**config.mk**
```make
export PLATFORM = sky130hd
export DESIGN_NAME = avt_merge
export DESIGN_NICKNAME = d
export VERILOG_FILES = /design/src/rtl/affine_vector_transform_4x4_unit_assert.svh /design/src/rtl/avt_pkg.sv /design/src/rtl/avt_merge.sv
export SDC_FILE = /design/constraint.sdc
export NUM_CORES = 1
export LEC_CHECK = 0
export CELL_PAD_IN_SITES_DETAIL_PLACEMENT = 0
export CELL_PAD_IN_SITES_GLOBAL_PLACEMENT = 1
export CORE_AREA = 3 3 128 130
export CTS_CLUSTER_SIZE = 30
export DETAILED_ROUTE_END_ITERATION = 7
export DIE_AREA = 0 0 131 133
export DONT_BUFFER_PORTS = 1
export GPL_ROUTABILITY_DRIVEN = 0
export PLACE_DENSITY = 0.68
export SYNTH_ARGS = -nofsm -noshare
export SYNTH_HDL_FRONTEND = slang
export SYNTH_SLANG_ARGS = --single-unit
```
**constraint.sdc**
```tcl
create_clock -name clk -period 2.45 [get_ports clk]
set_input_delay 0.245 -clock clk [delete_from_list [all_inputs] [get_ports clk]]
set_output_delay 0.245 -clock clk [all_outputs]
set_load 0.03 [all_outputs]
```
**src/rtl/affine_vector_transform_4x4_unit_assert.svh**
```systemverilog
// Assertion macros for the affine vector transform unit.
// Included by the RTL files that carry concurrent checks; no other dependencies.
`ifndef AFFINE_VECTOR_TRANSFORM_4X4_UNIT_ASSERT_SVH
`define AFFINE_VECTOR_TRANSFORM_4X4_UNIT_ASSERT_SVH
`ifndef ASSERT_OFF
`define AVT_ASSERT_IMP(lbl, clk, rstn, ante, cons, msg) \
    lbl: assert property (@(posedge clk) disable iff (!rstn) (ante) |-> (cons)) else $error(msg);
`define AVT_ASSERT_NXT(lbl, clk, rstn, ante, cons, msg) \
    lbl: assert property (@(posedge clk) disable iff (!rstn) (ante) |=> (cons)) else $error(msg);
`else
`define AVT_ASSERT_IMP(lbl, clk, rstn, ante, cons, msg)
`define AVT_ASSERT_NXT(lbl, clk, rstn, ante, cons, msg)
`endif
`endif

```
**src/rtl/avt_pkg.sv**
```systemverilog
// Shared types and constants for the affine vector transform unit.
// No dependencies; imported by the lane, merge and top-level modules.
package avt_pkg;

    localparam int ROW_W      = 64;
    localparam int COEF_SLOT  = 16;
    localparam int FIELD_W    = 32;
    localparam int FRAC_BITS  = 12;
    localparam int ONE_Q16    = 65536;
    localparam int NUM_LANES  = 4;
    localparam int CFG_IDX_W  = 3;

    typedef enum logic [2:0] {
        OP_POINT2  = 3'd0,
        OP_POINT3  = 3'd1,
        OP_VEC4    = 3'd2,
        OP_NORMAL2 = 3'd3,
        OP_NORMAL3 = 3'd4
    } opcode_t;

    localparam logic [CFG_IDX_W-1:0] REG_ROW0 = 3'd0;
    localparam logic [CFG_IDX_W-1:0] REG_ROW1 = 3'd1;
    localparam logic [CFG_IDX_W-1:0] REG_ROW2 = 3'd2;
    localparam logic [CFG_IDX_W-1:0] REG_ROW3 = 3'd3;

    // which components an item produces
    typedef struct packed {
        logic defined;
        logic has_z;
        logic has_w;
    } mode_t;

    // stage load enables handed to each lane
    typedef struct packed {
        logic prod_en;
        logic sum_en;
    } lane_ctl_t;

endpackage

```
**src/rtl/avt_merge.sv**
```systemverilog
// Merge stage: floor shift, saturation and mode masking of the four lane sums.
// Depends on avt_pkg; holds the payload of the output register.
module avt_merge #(
    parameter int SUM_WIDTH  = 50,
    parameter int DATA_WIDTH = 32
) (
    input  logic                                clk,
    input  logic signed [SUM_WIDTH-1:0]         sums [avt_pkg::NUM_LANES],
    input  avt_pkg::mode_t                      mode,
    input  logic                                load,
    output logic [avt_pkg::FIELD_W-1:0]         comp [avt_pkg::NUM_LANES],
    output logic                                saturated
);
    import avt_pkg::*;

    localparam logic signed [SUM_WIDTH-1:0] SAT_HI =
        {{(SUM_WIDTH-DATA_WIDTH+1){1'b0}}, {(DATA_WIDTH-1){1'b1}}};
    localparam logic signed [SUM_WIDTH-1:0] SAT_LO =
        {{(SUM_WIDTH-DATA_WIDTH+1){1'b1}}, {(DATA_WIDTH-1){1'b0}}};

    logic signed [SUM_WIDTH-1:0]  shifted  [NUM_LANES];
    logic signed [DATA_WIDTH-1:0] clamped  [NUM_LANES];
    logic [NUM_LANES-1:0]         produced;
    logic [NUM_LANES-1:0]         clip;
    logic [FIELD_W-1:0]           comp_next [NUM_LANES];
    logic [FIELD_W-1:0]           comp_reg  [NUM_LANES];
    logic                         sat_next;
    logic                         sat_reg;

    always_comb
    begin
        produced = {mode.defined & mode.has_w, mode.defined & mode.has_z,
                    mode.defined, mode.defined};
        for (int k = 0; k < NUM_LANES; k++)
        begin
            // arithmetic shift gives floor toward minus infinity
            shifted[k] = sums[k] >>> FRAC_BITS;
            clip[k]    = 1'b0;
            clamped[k] = shifted[k][DATA_WIDTH-1:0];
            if (shifted[k] > SAT_HI)
            begin
                clamped[k] = SAT_HI[DATA_WIDTH-1:0];
                clip[k]    = 1'b1;
            end
            else if (shifted[k] < SAT_LO)
            begin
                clamped[k] = SAT_LO[DATA_WIDTH-1:0];
                clip[k]    = 1'b1;
            end
            comp_next[k] = produced[k] ? FIELD_W'(clamped[k]) : '0;
        end
        sat_next = |(clip & produced);
    end

    always_ff @(posedge clk)
    begin
        if (load)
        begin
            for (int k = 0; k < NUM_LANES; k++)
            begin
                comp_reg[k] <= comp_next[k];
            end
            sat_reg <= sat_next;
        end
    end

    assign comp      = comp_reg;
    assign saturated = sat_reg;

endmodule

```
======== Word level (Yosys, flattened, before mapping) ========
Index checks and enable logic that the tools add are counted.
word-level totals
  bits in writable memories ............... 0
  latch bits .............................. 0
  bits in registers ....................... 129
  memories kept ........................... 0
  bits in read-only memories .............. 0
cells by class
  multiplexer cells ....................... 16
  reductions and logical operators ........ 5
  magnitude comparators ................... 8
  eq/ne operators ......................... 0
  multiply operators ...................... 0
  shift-type cells ........................ 0
  divide/modulo/power cells ............... 0
  bitwise gates (word level) .............. 6
  add/subtract/negate cells ............... 0
operators by type and width
  kind                                                                     number
  38-bit by 32-bit > comparator with 1-bit output (second input constant)  4
  38-bit by 32-bit < comparator with 1-bit output (second input constant)  4
  32-bit two-way mux                                                       4
  31-bit two-way mux                                                       4
  1-bit two-way mux                                                        8
  2-bit OR reduction                                                       4
  4-bit bitwise AND                                                        1
  4-bit OR reduction                                                       1
  1-bit inverter                                                           3
  1-bit bitwise AND                                                        2

======== Depth between registers and ports, before layout ========
  depth in word-level cells ............... 5
  mapped depth ............................ 5
  gate-level depth less buffers ........... 4

======== Least setup slack after synthesis ========
No wires, ideal clock.
  path type ............................... input-to-reg
  start point ............................. input port sums[198] in the netlist's numbering
  end point ............................... register sat_reg (netlist: saturated) (data pin)
  library setup time ...................... 0.276 ns
  data required time ...................... 2.174 ns
  arrival time ............................ 1.628 ns
  setup slack ............................. 0.546 ns
  cell stages on the path ................. 4
  path buffers ............................ 0
  cells stage by stage .................... or4_1 > or4_1 > a222oi_1 > o221ai_1
on the way
  longest elaborated chain between the ends .. 5
  elaborated cells on any way between the ends .. 6
  classes of those cells .................. order compare (2); mux (2); bitwise (1); reduce/logical (1)
ends and longest elaborated chain
  item                                             RTL line         RTL
  from (decl)                                      avt_merge.sv:8   input logic signed [SUM_WIDTH-1:0] sums [avt_pkg::NUM_LANES],
  38-bit by 32-bit < comparator with 1-bit output  avt_merge.sv:45  else if (shifted[k] < SAT_LO)
  1-bit two-way mux                                avt_merge.sv:45
  1-bit two-way mux (*)                            avt_merge.sv:40  if (shifted[k] > SAT_HI)
  4-bit bitwise AND (*)                            avt_merge.sv:52  sat_next = |(clip & produced);
  4-bit OR reduction (*)                           avt_merge.sv:52
  via sat_next                                     avt_merge.sv:27  logic sat_next;
  to (signal assigned)                             avt_merge.sv:63  sat_reg <= sat_next;
  to (decl)                                        avt_merge.sv:28  logic sat_reg;
The timed path passes the listed nets; every way through them passes the cells marked *.
A chain may end at the register's enable or synchronous reset.

======== Worst setup path in the final report ========
Same ends and word-level chain as after synthesis.

==> results.sh <==
export IMPL_outcome="finished with violations"
export IMPL_violations="negative hold slack"
export IMPL_dp_hpwl_mm=9.18
export IMPL_post_drt_wl_per_cell_um=19.0
export IMPL_ir_worst_vdd_uv=438
export IMPL_dieWidth_um=131
export IMPL_core_sq_um=15300
export IMPL_dp_slack_ps=364
export IMPL_wl_met1_mm=4.54
export IMPL_hold_viol=16
export IMPL_avgViaCountPerCell=4.76
export IMPL_critPathLaunchType="primary input"
export IMPL_antenna_found_initial=0
export IMPL_syn_avg_cell_area_sq_um=11.7
export IMPL_leakagePower_uw=0.00213
export IMPL_top_layer_used="met4"
export IMPL_initial_utilization_pct=33.6
export IMPL_slew_headroom_pct=26.1
export IMPL_clkSinkCount=129
export IMPL_drc=0
export IMPL_clk_pin_slew_worst_paths_ps=60
export IMPL_cts_made_buffers=17
export IMPL_die_area_sq_um=17400
export IMPL_area_growth_synth_to_final_pct=16.6
export IMPL_yosysTopAreaCell="edfxtp_1"
export IMPL_grt_first_pass_wirelength_mm=18.2
export IMPL_ys_seq_area_share_pct=75.5
export IMPL_io_pins=334
export IMPL_synthTopCellsByArea="edfxtp_1 (75%), nor2_1 (18%), clkbuf_1 (1.8%), or4_1 (0.59%), and4_1 (0.51%)"
export IMPL_fin_tns_setup_ps=0
export IMPL_first_iter_violations=240
export IMPL_synth_warnings=0
export IMPL_drive_above_1_share_pct=8.35
export IMPL_synth_seq_cells=129
export IMPL_syn_nets=645
export IMPL_htree_num_levels=4
export IMPL_fin_ws_ps=780
export IMPL_cp_max_fo=2
export IMPL_final_nets=647
export IMPL_dr_pass1_iters=4
export IMPL_rsz0062_at_grt="false"
export IMPL_grt_pass1_vias=3156
export IMPL_finalPower_uw=5850
export IMPL_finalCritPeriodShare_pct=68.2
export IMPL_clock_root_buffer="clkbuf_16"
export IMPL_max_slew_worst_pin_slew_ps=1110
export IMPL_holdWs_ps=-51.5
export IMPL_cts_buffer_depth=2
export IMPL_port_buffers=0
export IMPL_seq_power_share_pct=51.9
export IMPL_die_y_um=133
export IMPL_wl_mm=12.7
export IMPL_n_antenna_cell=0
export IMPL_maxCapViolations=0
export IMPL_row_count=45
export IMPL_tritoncts="built"
export IMPL_grt_overflow_total=0
export IMPL_hp_class="primary input to register"
export IMPL_drv_slew=0
export IMPL_internal_power_uw=4400
export IMPL_cp_arrival_ps=1800
export IMPL_ant_nets=0
export IMPL_cp_end_kind="register"
export IMPL_p_switching_uw=1450
export IMPL_critPathLaunch="sums[198]"
export IMPL_syn_inst=440
export IMPL_criticalPathCategory="primary input to register"
export IMPL_clkPwrFrac_pct=44.9
export IMPL_track_usage_pct=14.2
export IMPL_dr_total_vias=3169
export IMPL_most_common_layout_cells="nor2_1 (252), edfxtp_1 (129), clkbuf_16 (17), buf_4 (7)"
export IMPL_largest_reg_flops=128
export IMPL_layout_commonest_cell="nor2_1"
export IMPL_dr_wl_met3_mm=1.37
export IMPL_max_freq_mhz=599
export IMPL_setup_viol_count_final=0
export IMPL_post_synth_instance_area_sq_um=5130
export IMPL_comb_power_share_pct=3.2
export IMPL_netlist_area_leader_share_pct=75.5
export IMPL_synth_cell_types=19
export IMPL_period_needed_ps=1670
export IMPL_p_per_area_nw_per_um2=977
export IMPL_cp_required_ps=2580
export IMPL_swShare_pct=24.8
export IMPL_route_met2_wl_mm=6.58
export IMPL_worstHoldStart="load"
export IMPL_grt_max_degree=130
[what timing repair did]
| action | in CTS | in global routing |
|---|---|---|
| resized for setup | 0 | 0 |
| buffers inserted | 0 | 0 |
| hold endpoints to repair | 129 | 129 |
[critical path: stages]
cell and delay (ps):
or4_1 580, or4_1 430, a222oi_1 370, o221ai_1 170
[per-layer routing]
metal | GRT usage (%) | vias up
met3 | 7.35 | 14
li1 | - | 1496
met4 | 5.60 | 0
met1 | 14.7 | 1468
met5 | 0 | -
met2 | 24.2 | 191
[power by group through the flow]
stage	clock [uW]	combinational, uW	sequential, uW
finish	2620	189	3040
global route	2820	220	3050
CTS	2690	194	3040
detailed placement	0	195	3080
global placement	0	185	3080
floorplan	0	149	3050
[final cells by class]
| type | instances | area (sq um) |
|---|---|---|
| fill | 1466 | 9270 |
| sequential | 129 | 3870 |
| multi-input combinational | 284 | 1160 |
| clock buffer | 19 | 433 |
| tap | 211 | 264 |
| clock inverter | 13 | 186 |
| timing repair buffer | 7 | 52.6 |
| inverter | 3 | 11.3 |
[logic make-up (layout without fill, tap and decap cells)]
family	count (synthesis)	in the layout	share of synthesized area [%]
buf+inv	27	42	1.97
flops	129	129	75.5
compound gates	12	12	1.58
simple gates	272	272	21.0
[path summary, 6_finish.rpt]
check | cells past startpoint | end
max | 4 | saturated$_DFFE_PP_
min | 0 | comp[45]$_SDFFCE_PN0P_
[cells in the mapped netlist]
cell and count:
a21o_1 1, a21oi_1 3, a222oi_1 1, a31oi_1 2, and3_1 2, and4_1 3
clkbuf_1 24, edfxtp_1 129, inv_1 3, nand2_1 2, nand2b_1 2, nand3_1 2
nand4_1 3, nor2_1 252, nor4_1 2, o21ai_0 2, o221ai_1 1, o31a_1 2
or4_1 4
[metrics by stage]
step,std cells,cell area (sq um),utilization [%]
after floorplan,440,5130,-
after global placement,634,5370,35.2
after detailed placement,634,5370,35.2
after CTS,666,5990,39.2
after global routing,666,5990,39.2
final,666,5990,39.2
Note: power is estimated with default switching activity, not from simulation.
